## src/rtl/h2dfr_pkg.sv

```systemverilog
// Package: shared types and constants for the HTTP/2 frame deframer.
package h2dfr_pkg;

   localparam int unsigned H2DFR_QUEUE_DEPTH = 4;
   localparam logic [23:0] H2DFR_MAX_FRAME_RESET = 24'd16384;
   localparam logic [3:0]  H2DFR_LAST_HDR_BYTE = 4'd8;
   localparam int unsigned H2DFR_TDATA_W = 80;

   typedef enum logic [1:0] {
      KIND_HEADER  = 2'd0,
      KIND_PAYLOAD = 2'd1,
      KIND_ERROR   = 2'd2
   } kind_type;

   typedef enum logic [1:0] {
      ST_HEADER,
      ST_PAYLOAD,
      ST_HALTED
   } front_state_type;

   typedef struct packed {
      kind_type    kind;
      logic [23:0] frame_length;
      logic [7:0]  frame_type;
      logic [7:0]  frame_flags;
      logic [30:0] stream_number;
      logic [7:0]  payload_byte;
      logic        last;
   } result_type;

   typedef struct packed {
      logic full;
      logic empty;
   } queue_status_type;

endpackage

```

## src/rtl/h2dfr_front.sv

```systemverilog
// Front end: header assembly, frame classification and payload counting.
module h2dfr_front
   import h2dfr_pkg::*;
(
   input  logic             clock,
   input  logic             reset,
   input  logic             req_tvalid,
   output logic             req_tready,
   input  logic [7:0]       req_tdata,
   input  logic             csr_we,
   input  logic [23:0]      csr_wdata,
   input  queue_status_type q_status,
   output logic             push,
   output result_type       push_data
);

   front_state_type state_ff, state_in;
   logic [3:0]  hdr_count_ff, hdr_count_in;
   logic [23:0] length_ff, length_in;
   logic [7:0]  type_ff, type_in;
   logic [7:0]  flags_ff, flags_in;
   logic [30:0] stream_ff, stream_in;
   logic [23:0] left_ff, left_in;
   logic [23:0] max_ff;

   logic accept;
   logic hdr_done;
   logic oversize;
   logic zero_len;
   logic pay_last;

   assign req_tready = !q_status.full;
   assign accept     = req_tvalid && req_tready;

   // header field capture, big-endian
   always_comb begin
      length_in = length_ff;
      type_in   = type_ff;
      flags_in  = flags_ff;
      stream_in = stream_ff;
      if (state_ff == ST_HEADER) begin
         if (hdr_count_ff < 4'd3) begin
            length_in = {length_ff[15:0], req_tdata};
         end else if (hdr_count_ff == 4'd3) begin
            type_in = req_tdata;
         end else if (hdr_count_ff == 4'd4) begin
            flags_in = req_tdata;
         end else begin
            stream_in = {stream_ff[22:0], req_tdata};
         end
      end
   end

   assign hdr_done = (state_ff == ST_HEADER) && (hdr_count_ff == H2DFR_LAST_HDR_BYTE);
   assign oversize = length_in > max_ff;
   assign zero_len = length_in == 24'd0;
   assign pay_last = left_ff == 24'd1;

   always_comb begin
      state_in = state_ff;
      unique case (state_ff)
         ST_HEADER: begin
            if (accept && hdr_done) begin
               if (oversize) begin
                  state_in = ST_HALTED;
               end else if (!zero_len) begin
                  state_in = ST_PAYLOAD;
               end
            end
         end
         ST_PAYLOAD: begin
            if (accept && pay_last) begin
               state_in = ST_HEADER;
            end
         end
         ST_HALTED: state_in = ST_HALTED;
         default:   state_in = ST_HEADER;
      endcase
   end

   always_comb begin
      push                    = 1'b0;
      push_data.kind          = KIND_HEADER;
      push_data.frame_length  = length_in;
      push_data.frame_type    = type_in;
      push_data.frame_flags   = flags_in;
      push_data.stream_number = stream_in;
      push_data.payload_byte  = 8'd0;
      push_data.last          = 1'b0;
      hdr_count_in            = hdr_count_ff;
      left_in                 = left_ff;
      unique case (state_ff)
         ST_HEADER: begin
            if (accept) begin
               if (hdr_done) begin
                  push           = 1'b1;
                  hdr_count_in   = 4'd0;
                  left_in        = length_in;
                  push_data.kind = oversize ? KIND_ERROR : KIND_HEADER;
                  push_data.last = oversize || zero_len;
               end else begin
                  hdr_count_in = hdr_count_ff + 4'd1;
               end
            end
         end
         ST_PAYLOAD: begin
            if (accept) begin
               push                   = 1'b1;
               left_in                = left_ff - 24'd1;
               push_data.kind         = KIND_PAYLOAD;
               push_data.payload_byte = req_tdata;
               push_data.last         = pay_last;
            end
         end
         ST_HALTED: push = 1'b0;
         default:   push = 1'b0;
      endcase
   end

   always_ff @(posedge clock) begin
      if (reset) begin
         state_ff     <= ST_HEADER;
         hdr_count_ff <= 4'd0;
         length_ff    <= 24'd0;
         type_ff      <= 8'd0;
         flags_ff     <= 8'd0;
         stream_ff    <= 31'd0;
         left_ff      <= 24'd0;
         max_ff       <= H2DFR_MAX_FRAME_RESET;
      end else begin
         if (csr_we) begin
            max_ff <= csr_wdata;
         end
         if (accept) begin
            state_ff     <= state_in;
            hdr_count_ff <= hdr_count_in;
            length_ff    <= length_in;
            type_ff      <= type_in;
            flags_ff     <= flags_in;
            stream_ff    <= stream_in;
            left_ff      <= left_in;
         end
      end
   end

`ifndef SYNTH
   a_push_needs_accept: assert property (@(posedge clock) disable iff (reset)
      push |-> accept)
      else $error("push without accepted item");
   a_payload_count: assert property (@(posedge clock) disable iff (reset)
      state_ff == ST_PAYLOAD |-> left_ff != 24'd0)
      else $error("payload state with no bytes left");
   a_halt_sticky: assert property (@(posedge clock) disable iff (reset)
      state_ff == ST_HALTED |=> state_ff == ST_HALTED)
      else $error("left halted state without reset");
   a_hdr_range: assert property (@(posedge clock) disable iff (reset)
      hdr_count_ff <= H2DFR_LAST_HDR_BYTE)
      else $error("header byte count out of range");
`endif

endmodule

```

## src/rtl/h2dfr_queue.sv

```systemverilog
// Queue: small result FIFO between front end and output stage.
module h2dfr_queue
   import h2dfr_pkg::*;
#(
   parameter int unsigned DEPTH = H2DFR_QUEUE_DEPTH
) (
   input  logic             clock,
   input  logic             reset,
   input  logic             push,
   input  result_type       push_data,
   input  logic             pop,
   output result_type       pop_data,
   output queue_status_type status
);

   localparam int unsigned PTR_W = (DEPTH > 1) ? $clog2(DEPTH) : 1;
   localparam int unsigned CNT_W = $clog2(DEPTH + 1);
   localparam logic [PTR_W-1:0] PTR_LAST = PTR_W'(DEPTH - 1);
   localparam logic [CNT_W-1:0] CNT_FULL = CNT_W'(DEPTH);

   result_type       entry_ff [DEPTH];
   logic [PTR_W-1:0] wr_ptr_ff, wr_ptr_in;
   logic [PTR_W-1:0] rd_ptr_ff, rd_ptr_in;
   logic [CNT_W-1:0] count_ff, count_in;

   assign status.full  = count_ff == CNT_FULL;
   assign status.empty = count_ff == '0;
   assign pop_data     = entry_ff[rd_ptr_ff];

   always_comb begin
      wr_ptr_in = wr_ptr_ff;
      rd_ptr_in = rd_ptr_ff;
      count_in  = count_ff;
      if (push) begin
         wr_ptr_in = (wr_ptr_ff == PTR_LAST) ? '0 : wr_ptr_ff + 1'b1;
      end
      if (pop) begin
         rd_ptr_in = (rd_ptr_ff == PTR_LAST) ? '0 : rd_ptr_ff + 1'b1;
      end
      if (push && !pop) begin
         count_in = count_ff + 1'b1;
      end else if (pop && !push) begin
         count_in = count_ff - 1'b1;
      end
   end

   always_ff @(posedge clock) begin
      if (push) begin
         entry_ff[wr_ptr_ff] <= push_data;
      end
   end

   always_ff @(posedge clock) begin
      if (reset) begin
         wr_ptr_ff <= '0;
         rd_ptr_ff <= '0;
         count_ff  <= '0;
      end else begin
         wr_ptr_ff <= wr_ptr_in;
         rd_ptr_ff <= rd_ptr_in;
         count_ff  <= count_in;
      end
   end

`ifndef SYNTH
   a_no_overflow: assert property (@(posedge clock) disable iff (reset)
      !(push && status.full))
      else $error("push into full queue");
   a_no_underflow: assert property (@(posedge clock) disable iff (reset)
      !(pop && status.empty))
      else $error("pop from empty queue");
   a_count_track: assert property (@(posedge clock) disable iff (reset)
      (push && !pop) |=> count_ff == $past(count_ff) + 1'b1)
      else $error("queue count did not follow push");
`endif

endmodule

```

## src/rtl/h2dfr_back.sv

```systemverilog
// Output stage: drains the queue into the registered result channel.
module h2dfr_back
   import h2dfr_pkg::*;
(
   input  logic                     clock,
   input  logic                     reset,
   input  queue_status_type         q_status,
   input  result_type               q_data,
   output logic                     pop,
   output logic                     rsp_tvalid,
   input  logic                     rsp_tready,
   output logic [H2DFR_TDATA_W-1:0] rsp_tdata,
   output logic [1:0]               rsp_tuser,
   output logic                     rsp_tlast
);

   logic       valid_ff, valid_in;
   result_type data_ff;

   assign pop      = !q_status.empty && (!valid_ff || rsp_tready);
   assign valid_in = pop || (valid_ff && !rsp_tready);

   always_ff @(posedge clock) begin
      if (reset) begin
         valid_ff <= 1'b0;
      end else begin
         valid_ff <= valid_in;
      end
   end

   always_ff @(posedge clock) begin
      if (pop) begin
         data_ff <= q_data;
      end
   end

   assign rsp_tvalid = valid_ff;
   assign rsp_tuser  = data_ff.kind;
   assign rsp_tlast  = data_ff.last;
   assign rsp_tdata  = {1'b0, data_ff.payload_byte, data_ff.stream_number,
                        data_ff.frame_flags, data_ff.frame_type, data_ff.frame_length};

endmodule

```

## src/rtl/http2_frame_deframer_top.sv

```systemverilog
// A result is written into the result queue when its byte is accepted and then moved into the rsp output register.
// Throughput: one byte per cycle; req_tready drops only when the result queue is full.
// The result queue holds QUEUE_DEPTH items between the parser and the output register.
// Reset (synchronous, active high) clears the parser, the queue and the output valid,
// and sets the frame size limit to 16384; a halted block resumes only through reset.
module http2_frame_deframer_top
   import h2dfr_pkg::*;
#(
   parameter int unsigned QUEUE_DEPTH = H2DFR_QUEUE_DEPTH
) (
   input  logic                     clock,
   input  logic                     reset,
   input  logic                     req_tvalid,
   output logic                     req_tready,
   input  logic [7:0]               req_tdata,   // [7:0] in_byte
   output logic                     rsp_tvalid,
   input  logic                     rsp_tready,
   // [23:0] frame_length, [31:24] frame_type, [39:32] frame_flags,
   // [70:40] stream_number, [78:71] payload_byte, [79] zero
   output logic [H2DFR_TDATA_W-1:0] rsp_tdata,
   output logic [1:0]               rsp_tuser,   // [1:0] kind
   output logic                     rsp_tlast,
   input  logic                     csr_we,
   input  logic [23:0]              csr_wdata    // frame size limit
);

   queue_status_type q_status;
   logic             push;
   logic             pop;
   result_type       push_data;
   result_type       pop_data;

   h2dfr_front u_front (
      .clock      (clock),
      .reset      (reset),
      .req_tvalid (req_tvalid),
      .req_tready (req_tready),
      .req_tdata  (req_tdata),
      .csr_we     (csr_we),
      .csr_wdata  (csr_wdata),
      .q_status   (q_status),
      .push       (push),
      .push_data  (push_data)
   );

   h2dfr_queue #(
      .DEPTH (QUEUE_DEPTH)
   ) u_queue (
      .clock     (clock),
      .reset     (reset),
      .push      (push),
      .push_data (push_data),
      .pop       (pop),
      .pop_data  (pop_data),
      .status    (q_status)
   );

   h2dfr_back u_back (
      .clock      (clock),
      .reset      (reset),
      .q_status   (q_status),
      .q_data     (pop_data),
      .pop        (pop),
      .rsp_tvalid (rsp_tvalid),
      .rsp_tready (rsp_tready),
      .rsp_tdata  (rsp_tdata),
      .rsp_tuser  (rsp_tuser),
      .rsp_tlast  (rsp_tlast)
   );

endmodule

```

## config.mk

```make
export PLATFORM = sky130hd
export DESIGN_NAME = http2_frame_deframer_top
export DESIGN_NICKNAME = d
export VERILOG_FILES = /design/src/rtl/h2dfr_pkg.sv /design/src/rtl/h2dfr_front.sv /design/src/rtl/h2dfr_queue.sv /design/src/rtl/h2dfr_back.sv /design/src/rtl/http2_frame_deframer_top.sv
export SDC_FILE = /design/constraint.sdc
export NUM_CORES = 1
export LEC_CHECK = 0
export BUFFER_PORTS_ARGS = -buffer_cell sky130_fd_sc_hd__buf_2
export CORE_MARGIN = 4
export CORE_UTILIZATION = 39
export CTS_CLUSTER_SIZE = 12
export DETAILED_ROUTE_END_ITERATION = 6
export PLACE_DENSITY = 0.61
export SYNTH_ARGS = -nofsm -noshare
export SYNTH_HDL_FRONTEND = slang
export SYNTH_SLANG_ARGS = --single-unit
```

## constraint.sdc

```tcl
create_clock -name clock -period 7.4 [get_ports clock]
set_input_delay 0.74 -clock clock [delete_from_list [all_inputs] [get_ports clock]]
set_output_delay 0.74 -clock clock [all_outputs]
set_load 0.01 [all_outputs]
```

==> results of run 1 <==
[path summary, 6_finish.rpt]
kind / slack (ns) / depth (start not counted) / start / end
setup reg to reg: 3.45 / 10 / u_front.state_ff[1] / u_queue.entry_ff[3][0]
hold reg to reg: 0.49 / 2 / u_front.stream_ff[27] / u_front.stream_ff[27]
hold / removal: 0.38 / 3 / csr_wdata[14] / u_front.max_ff[14]
setup / recovery: 3.45 / 10 / u_front.state_ff[1] / u_queue.entry_ff[3][0]
[routing by layer]
metal | up-vias | share of wire | GRT usage
li1 | 5510 | - | -
met1 | 6118 | 0.44 | 0.220
met2 | 316 | 0.48 | 0.260
met3 | 86 | 0.053 | 0.0323
met4 | 0 | 0.027 | 0.0441
met5 | - | 0 | 0
[metrics by stage]
stage | hold slack (ns) | util
6_report | 0.376 | 0.450
5_1_grt | 0.369 | 0.450
3_5_place_dp | 0.479 | 0.420
2_1_floorplan | 0.445 | -
3_3_place_gp | 0.461 | 0.420
4_1_cts | 0.335 | 0.450
[sequential cells by signal (all words and copies together) (netlist names)]
signal / cells
u_front.type_ff: 8
u_front.max_ff: 24
u_back.rsp_tdata: 79
u_front.left_ff: 24
u_front.stream_ff: 31
u_back.rsp_tlast: 1
u_front.hdr_count_ff: 4
u_back.rsp_tvalid: 1
u_back.rsp_tuser: 2
u_front.state_ff: 2
u_front.length_ff: 24
u_queue.wr_ptr_ff: 2
u_queue.count_ff: 3
u_queue.entry_ff: 328
u_queue.rd_ptr_ff: 2
u_front.flags_ff: 8
[power by group through the flow]
stage / logic, W / registers (W) / clock network [W]
after detailed placement: 0.00158 / 0.00407 / 0
after CTS: 0.00158 / 0.00401 / 0.00265
final: 0.00154 / 0.00400 / 0.00257
after global routing: 0.00169 / 0.00405 / 0.00277
after floorplan: 0.000902 / 0.00412 / 0
after global placement: 0.00155 / 0.00407 / 0
[Yosys cell counts (2+ instances only)]
cell type / number / share of area
buf_2: 12 / 0.0028
and2_1: 9 / 0.0026
nand2_1: 35 / 0.0061
a22oi_1: 3 / 0.0010
mux4_2: 82 / 0.086
edfxtp_1: 410 / 0.57
o22ai_1: 8 / 0.0023
nor2_1: 164 / 0.029
o32ai_1: 5 / 0.0020
inv_1: 50 / 0.0087
nor2b_1: 3 / 0.00087
or2_2: 2 / 0.00058
buf_1: 5 / 0.00087
clkbuf_1: 45 / 0.0078
nor4_1: 15 / 0.0044
nand2b_1: 2 / 0.00058
and4_1: 6 / 0.0024
a21oi_1: 42 / 0.0098
buf_6: 6 / 0.0031
and3_1: 9 / 0.0026
mux2_2: 61 / 0.032
nor3_1: 70 / 0.016
xor2_1: 2 / 0.00081
ha_1: 34 / 0.020
clkbuf_8: 2 / 0.0013
a22o_1: 2 / 0.00081
o211ai_1: 5 / 0.0017
buf_4: 3 / 0.0010
nand4_1: 7 / 0.0020
mux2i_1: 45 / 0.021
or3_1: 5 / 0.0015
o31ai_1: 5 / 0.0017
a32o_1: 4 / 0.0019
dfxtp_1: 133 / 0.12
o21ai_0: 19 / 0.0044
a41oi_1: 3 / 0.0012
nand3_1: 11 / 0.0026
a211oi_1: 14 / 0.0049
a21boi_0: 2 / 0.00070
a311oi_1: 3 / 0.0012
a21o_1: 3 / 0.0010
[critical path, cell delays in order (launching register included)]
cell and delay (ns):
dfxtp_1 0.41, or4_4 0.62, nor2_8 0.43, mux2i_1 0.36, inv_1 0.18, ha_1 0.35
and4_1 0.24, nand4_1 0.17, a2111o_1 0.43, a41oi_1 0.34, a21o_1 0.24
[logic make-up after synthesis]
logic type | after synthesis
AOI/OAI and AO/OA | 135
buffers and inverters | 125
adders and majority gates | 35
other | 1
DFF | 543
muxes | 188
and+or+nand+nor | 347
xor gates and xnor gates | 2
[area by class of cell]
cell class / instances / area, µm² / area share
tap: 696 / 871 / 0.0357
timing repair buffer: 133 / 701 / 0.0287
clock buffer: 91 / 1580 / 0.0648
multi-input combinational: 708 / 6010 / 0.246
inverter: 51 / 191 / 0.00784
sequential: 543 / 15000 / 0.614
clock inverter: 11 / 72.6 / 0.00297
==> impl_metrics.toml, run 1 <==
[global_route]
antenna_found_initial = 1
grt_use_total = 0.160
grt_pass1_vias = 12200
grt_max_degree = 69
overflow = 0
grt_pass1_wl_um = 73700

[yosys]
synth_xor_area_frac = 0.000814
synth_area_mm2 = 0.0215
synthSimpleGateAreaFrac = 0.0756
syn-num-nets = 1448
synthAdderAreaFrac = 0.0207
synth_compound_area_frac = 0.0418
yosys.cell_types.count = 71
ys_seq_elements = 543
ys_seq_area_frac = 0.696
synth_top_flop_cell = "edfxtp_1"
synth-edff-count = 410
synthArstFlopShare = 0
synth_top_family_by_area = "multiplexers"
syn_inst = 1376
muxShareOfSynthArea = 0.139
syn_avg_cell_area_um2 = 15.6
yosysWarnings = 0

[timing]
maxSlewViolCount = 0
rsz0062_at_grt = "no"
fin_ws_ns = 3.45
slew_headroom = 0.213
fin_crit_sh = 0.534
setup_viol = 0
skew_ns = 0.0226
hold_viol = 0
fmax_ghz = 0.253
finalSetupTns_ns = 0
worstMarginPinSlew_ns = 1.17
period_minus_slack_ns = 3.95

[place]
io_buffers = 120
pre_cts_slack_ns = 3.47
hpwl_um = 29200
gp_congestion = 0.864
dp_cells = 2131
dpl_cell_area_mm2 = 0.0228

[layout]
nets = 1564
layout-area-overhead-vs-synth_pct = 13.4
final_common_cell = "edfxtp_1"
stdcell_area_mm2 = 0.0244
final_cells = 2233
fill_cells = 4788
diodes = 0
drive_gt1_frac = 0.239
final_cell_mix = "410 x edfxtp_1, 163 x nor2_1, 131 x dfxtp_1"

[clock_network]
post_cts_resized = 0
root_buffer = "clkbuf_16"
cts_sinks = 543
cts_setup_buffers = 0
cts_max_level = 2
cts_hold_buf = 0
cts_buffer_depth = 3
clock_latency_ns = 0.60
cts_tree = "built"
cts_buffers = 55
path_clk_slew_ns = 0.06

[pwr]
clkPwrFrac = 0.317
p_sw_frac = 0.276
vdd_drop_max_mv = 0.193
pwr-share-seq = 0.493
power.net_switching_w = 0.00224
comb_power_share = 0.190
power_density_mw_per_mm2 = 332
power.total_w = 0.00811
p_leak_nw = 8.68
p_int_w = 0.00587

[floorplanning]
io_pins = 122
core_area_mm2 = 0.0542
start_util = 0.397
die_area_mm2 = 0.0590
die_w_um = 243
rows = 85
die_h_um = 243

[critical_path]
crit_type = "reg2reg"
worstSetupEndpointType = "flip-flop"
crit_fanout = 26
required_ns = 7.85
critPathArrivalTime_ns = 4.41
start_kind = "flip-flop"

[routing]
wire_per_inst_um = 21.5
ant_nets = 0
vias = 12000
drc_errors = 0
firstDrtPassIters = 5
via_per_inst = 5.39
drt_iter0_drc = 779
routed_wirelength_um = 48100

[hold_path]
min_path_type = "in2reg"

[flow_run]
drv_cap = 0

[outcome]
status = "finished, final reports clean"
(Power assumes the default switching activity.)
==> run 2: changes to the inputs <==
PLACE_DENSITY = 0.63   (was 0.61)
clock period = 3.3 ns   (was 7.4 ns; I/O delays follow)
==> run 2 against run 1 <==
Effect of this change: final area rose by 6.0%; critical path depth rose by 2; clock skew rose by 0.0085 ns; non-clock buffer count rose by 100; sequential share of layout area fell by 3.5 points; sequential cell count did not move; via count rose by 3.4%; combinational power rose to 2.5 times the previous value; critical endpoint is now u_queue.entry_ff[1][0].
==> impl_metrics.toml, run 2 (synthesized netlist as in run 1, its figures left out) <==
[layout]
final_cells = 2337
nets = 1665
drive_gt1_frac = 0.296
fin_util = 0.477
final_common_cell = "edfxtp_1"
largest_reg_flops = 328
final_cell_mix = "410 x edfxtp_1, 163 x nor2_1, 130 x dfxtp_1"
diodes = 0
stdcell_area_mm2 = 0.0259
fill_cells = 4654
regMostFlops = "u_queue.entry_ff"
layout-area-overhead-vs-synth_pct = 20.2

[hold_path]
min_path_type = "in2reg"
holdCritStartpoint = "rsp_tready"

[floorplanning]
die_area_mm2 = 0.0590
die_w_um = 243
rows = 85
core_area_mm2 = 0.0542
die_h_um = 243
io_pins = 122
start_util = 0.397

[critical_path]
reg2reg_from = "u_front.hdr_count_ff[2]"
critPathBufInv = 3
crit_type = "reg2reg"
critPathArrivalTime_ns = 3.73
crit_fanout = 4
critPathLaunch = "u_front.hdr_count_ff[2]"
worstSetupEndpointType = "flip-flop"
cp_top_family = "simple AND/OR/NAND/NOR gates"
slowest_stage = "or4_4"
crit_chain = "or4_4 > nor2_8 > clkbuf_16 > buf_6 > mux2i_4 > inv_2 > ha_4 > and4_4 > nand4_1 > a2111o_1 > a41oi_4 > a21o_1"
cpPeakStageDelay_ns = 0.57
required_ns = 3.75
start_kind = "flip-flop"

[pwr]
power_density_mw_per_mm2 = 730
vdd_drop_max_mv = 0.398
p_leak_nw = 9.32

[routing]
via_per_inst = 5.32
vias = 12400
routed_wirelength_um = 49100
met1_length_um = 21100
ant_nets = 0
wl_met2_um = 24300
wire_per_inst_um = 21.0
top_layer = "met5"
firstDrtPassIters = 5
drt_iter0_drc = 895
wl_met3_um = 2580
drc_errors = 0

[global_route]
grt_use_total = 0.163
grt_max_degree = 56
overflow = 0
grt_pass1_wl_um = 75300
grt_pass1_vias = 12400
antenna_found_initial = 3

[place]
dp_cells = 2198
dpl_cell_area_mm2 = 0.0234
hpwl_um = 30700
pre_cts_slack_ns = -0.139
gp_congestion = 0.905
io_buffers = 120

[clock_network]
root_buffer = "clkbuf_16"
cts_buffers = 56
cts_tree = "built"
cts_sinks = 543
cts_max_level = 2
clock_latency_ns = 0.61
cts_buffer_depth = 3
path_clk_slew_ns = 0.06

[outcome]
status = "finished, final reports clean"

[timing]
setup_viol = 0
fmax_ghz = 0.305
hold_viol = 0
fin_ws_ns = 0.0182
maxSlewViolCount = 0
finalSetupTns_ns = 0
slew_headroom = 0.254
fin_crit_sh = 0.994
period_minus_slack_ns = 3.28
rsz0062_at_grt = "yes"
worstMarginPinSlew_ns = 1.12
skew_ns = 0.0311

[flow_run]
drv_cap = 0
## run 2: changes by cell type in the layout (fill, tap and decap cells not counted), sizes merged
cell,delta
buf,+74
inv,+1
clkinv,-1
clkinvlp,-2
dlygate4sd3,+24
clkbuf,+8
## run 2: power by group
part	internal (W)	switching (W)	leakage, nW
Clock	0.00354	0.00253	0.871
Combinational	0.00173	0.00215	3.54
Sequential	0.00848	0.000468	4.91
Total	0.0137	0.00515	9.32
## run 2: cell type report
cell class / count / area, µm² / area share
flip-flops and latches: 543 / 15000 / 0.579
clock inverters: 9 / 53.8 / 0.00208
clock buffers: 97 / 1730 / 0.0667
inverters: 51 / 191 / 0.00740
well taps: 696 / 871 / 0.0336
repair buffers: 233 / 1740 / 0.0671
multi-input cells: 708 / 6320 / 0.244
## run 2: routing by layer
metal | vias up | global-route usage
met5 | - | 0
met3 | 78 | 0.0332
met1 | 6299 | 0.220
li1 | 5716 | -
met2 | 337 | 0.273
met4 | 4 | 0.0421
## run 2: worst reg2reg max path, stage by stage (launching register included)
cell       delay (ns)
dfxtp_2          0.32
or4_4            0.57
nor2_8           0.21
clkbuf_16        0.19
buf_6            0.10
mux2i_4          0.22
inv_2            0.07
ha_4             0.26
and4_4           0.22
nand4_1          0.12
a2111o_1         0.42
a41oi_4          0.22
a21o_1           0.20
## run 2: path summary, 6_finish.rpt
path	to	slack, ns	cells after the start
worst min-delay path	u_back.rsp_tvalid	0.06	4
worst min register to register	u_front.left_ff[1]	0.48	2
worst max-delay path	u_queue.entry_ff[1][0]	0.02	12
worst max register to register	u_queue.entry_ff[1][0]	0.02	12
## run 2: timing repair
item | 4_1_cts | 5_1_grt
buffers inserted | 0 | 6
pin swaps | 4 | 11
endpoints found under the hold margin | 24 | 0
endpoints found under the setup margin | 9 | 10
gates cloned | 0 | 3
gates resized for setup | 7 | 46
hold buffers | 24 | 0
## run 2: through the flow
step | total power (W) | hold slack, ns
after floorplan | 0.0112 | 0.445
after global placement | 0.0128 | 0.467
after detailed placement | 0.0129 | 0.478
after CTS | 0.0190 | 0.0276
after global routing | 0.0198 | 0.0467
final | 0.0189 | 0.0627
==> run 3: changes to the inputs <==
CTS_BUF_LIST = sky130_fd_sc_hd__clkbuf_8   (was default)
==> run 3 against run 2 <==
Effect of this change: the flow now finishes with violations (negative setup slack); cell count grew 2.8%; sequential share of layout area shrank 0.17 points; total power shrank 0.92%; hold slack gained 0.068 ns; clock skew shrank 0.0048 ns; sequential power is essentially flat; global-route usage grew 0.22 points; clock-buffer cell count grew 2; setup slack lost 0.052 ns; maximum frequency shrank 1.6%; critical path type unchanged; largest cell class unchanged.
==> impl_metrics.toml, run 3 (synthesized netlist as in run 1, its figures left out) <==
[floorplanning]
start_util = 0.397
die_area_mm2 = 0.0590
core_area_mm2 = 0.0542
die_w_um = 243
rows = 85
die_h_um = 243
io_pins = 122

[pwr]
p_leak_nw = 9.51
power.total_w = 0.0187
vdd_drop_max_mv = 0.412
power_density_mw_per_mm2 = 721

[place]
hpwl_um = 30700
gp_congestion = 0.905
dp_cells = 2198
io_buffers = 120

[critical_path]
worstReg2RegEnd = "u_queue.entry_ff[0][0]"
crit_fanout = 5
r2r_slack_ns = -0.03
worstSetupEndpointType = "flip-flop"
required_ns = 3.78
crit_type = "reg2reg"
reg2reg_from = "u_front.hdr_count_ff[2]"
r2r_cells = 11
start_kind = "flip-flop"
critPathArrivalTime_ns = 3.81

[flow_run]
drv_cap = 0

[clock_network]
cts_buffers = 91
cts_max_level = 3
path_clk_slew_ns = 0.06
cts_sinks = 543
root_buffer = "clkbuf_8"
cts_buffer_depth = 3
clock_latency_ns = 0.65
cts_tree = "built"

[timing]
fmax_ghz = 0.300
maxSlewViolCount = 0
skew_ns = 0.0263
fin_crit_sh = 1.01
fin_ws_ns = -0.0338
finalSetupTns_ns = -0.129
setup_viol = 8
worstMarginPinSlew_ns = 1.13
rsz0062_at_grt = "yes"
period_minus_slack_ns = 3.33
hold_viol = 0
slew_headroom = 0.248

[layout]
largest_reg_flops = 328
final_cell_mix = "410 x edfxtp_1, 163 x nor2_1, 130 x dfxtp_1"
final_cells = 2402
fill_cells = 4685
final_common_cell = "edfxtp_1"
layout-area-overhead-vs-synth_pct = 20.6
nets = 1704
drive_gt1_frac = 0.313
regMostFlops = "u_queue.entry_ff"

[global_route]
grt_pass1_vias = 12800
grt_max_degree = 56
grt_use_total = 0.166
overflow = 0
grt_pass1_wl_um = 76200
antenna_found_initial = 1

[routing]
ant_nets = 0
routed_wirelength_um = 49700
drc_errors = 0
via_per_inst = 5.28
vias = 12700
drt_iter0_drc = 905
wire_per_inst_um = 20.7
firstDrtPassIters = 5

[outcome]
status = "finished with violations"
failed_checks = "negative setup slack"

[hold_path]
min_path_type = "in2reg"
holdCritStartpoint = "reset"
holdPathStages = 2
min_delay_worst_endpoint = "u_queue.wr_ptr_ff[0]"
## run 3: repair_timing
action / CTS / global route
endpoints found under the hold margin: 25 / 0
setup buffers: 0 / 9
setup endpoints to repair: 9 / 10
gates resized for setup: 9 / 51
cloned: 0 / 3
hold buffers: 25 / 0
pin swaps: 4 / 13
## run 3: report_power, final
group          switching, W  internal (W)
clock               0.00264       0.00323
sequential         0.000471       0.00848
combinational       0.00216       0.00175
total               0.00527        0.0135
## run 3: worst max-delay path: stages (launching register included)
cell and delay [ns]:
dfxtp_2 0.32, or4_4 0.57, nor2_8 0.22, clkbuf_16 0.20, mux2i_4 0.23, inv_2 0.06
ha_1 0.30, and4_4 0.25, nand4_1 0.14, a2111o_1 0.43, a41oi_4 0.22, a21o_1 0.20
## run 3: stage by stage
step                instance area, µm²  worst slack (ns)  hold WS (ns)  utilization
floorplan                        21500            0.0722         0.445            -
global placement                 23400           -0.0911         0.467        0.432
detailed placement               23400            -0.139         0.478        0.432
CTS                              25500           0.00453        0.0542        0.470
global route                     26000            -0.123        0.0864        0.479
finish                           26000           -0.0338         0.131        0.479
## run 3: area by class of cell
cell class,count,area (µm²),share of cell area
antenna,1,2.50,0.0000964
clock buffer,99,1360,0.0525
clock inverter,67,434,0.0167
inverter,51,191,0.00737
multi-input combinational,708,6350,0.245
sequential,543,15000,0.577
tap,696,871,0.0335
timing repair buffer,237,1770,0.0680
## run 3: worst max-delay path by stage
stage / slack [ns] / start / depth (start not counted) / end
after CTS: 0.005 / u_front.state_ff[1] / 12 / u_queue.entry_ff[0][0]
after global placement: -0.09 / u_front.state_ff[1] / 10 / u_queue.entry_ff[0][81]
after global routing: -0.12 / u_front.hdr_count_ff[2] / 11 / u_queue.entry_ff[0][0]
final: -0.03 / u_front.hdr_count_ff[2] / 11 / u_queue.entry_ff[0][0]
after floorplan: 0.07 / u_front.state_ff[1] / 12 / u_queue.entry_ff[0][81]
after detailed placement: -0.14 / u_front.state_ff[1] / 10 / u_queue.entry_ff[1][81]
## run 3: metal layers
layer,wire length (µm),global-route usage
met1,21300,0.221
met2,24500,0.275
met3,2940,0.0342
met4,996,0.0508
met5,0,0
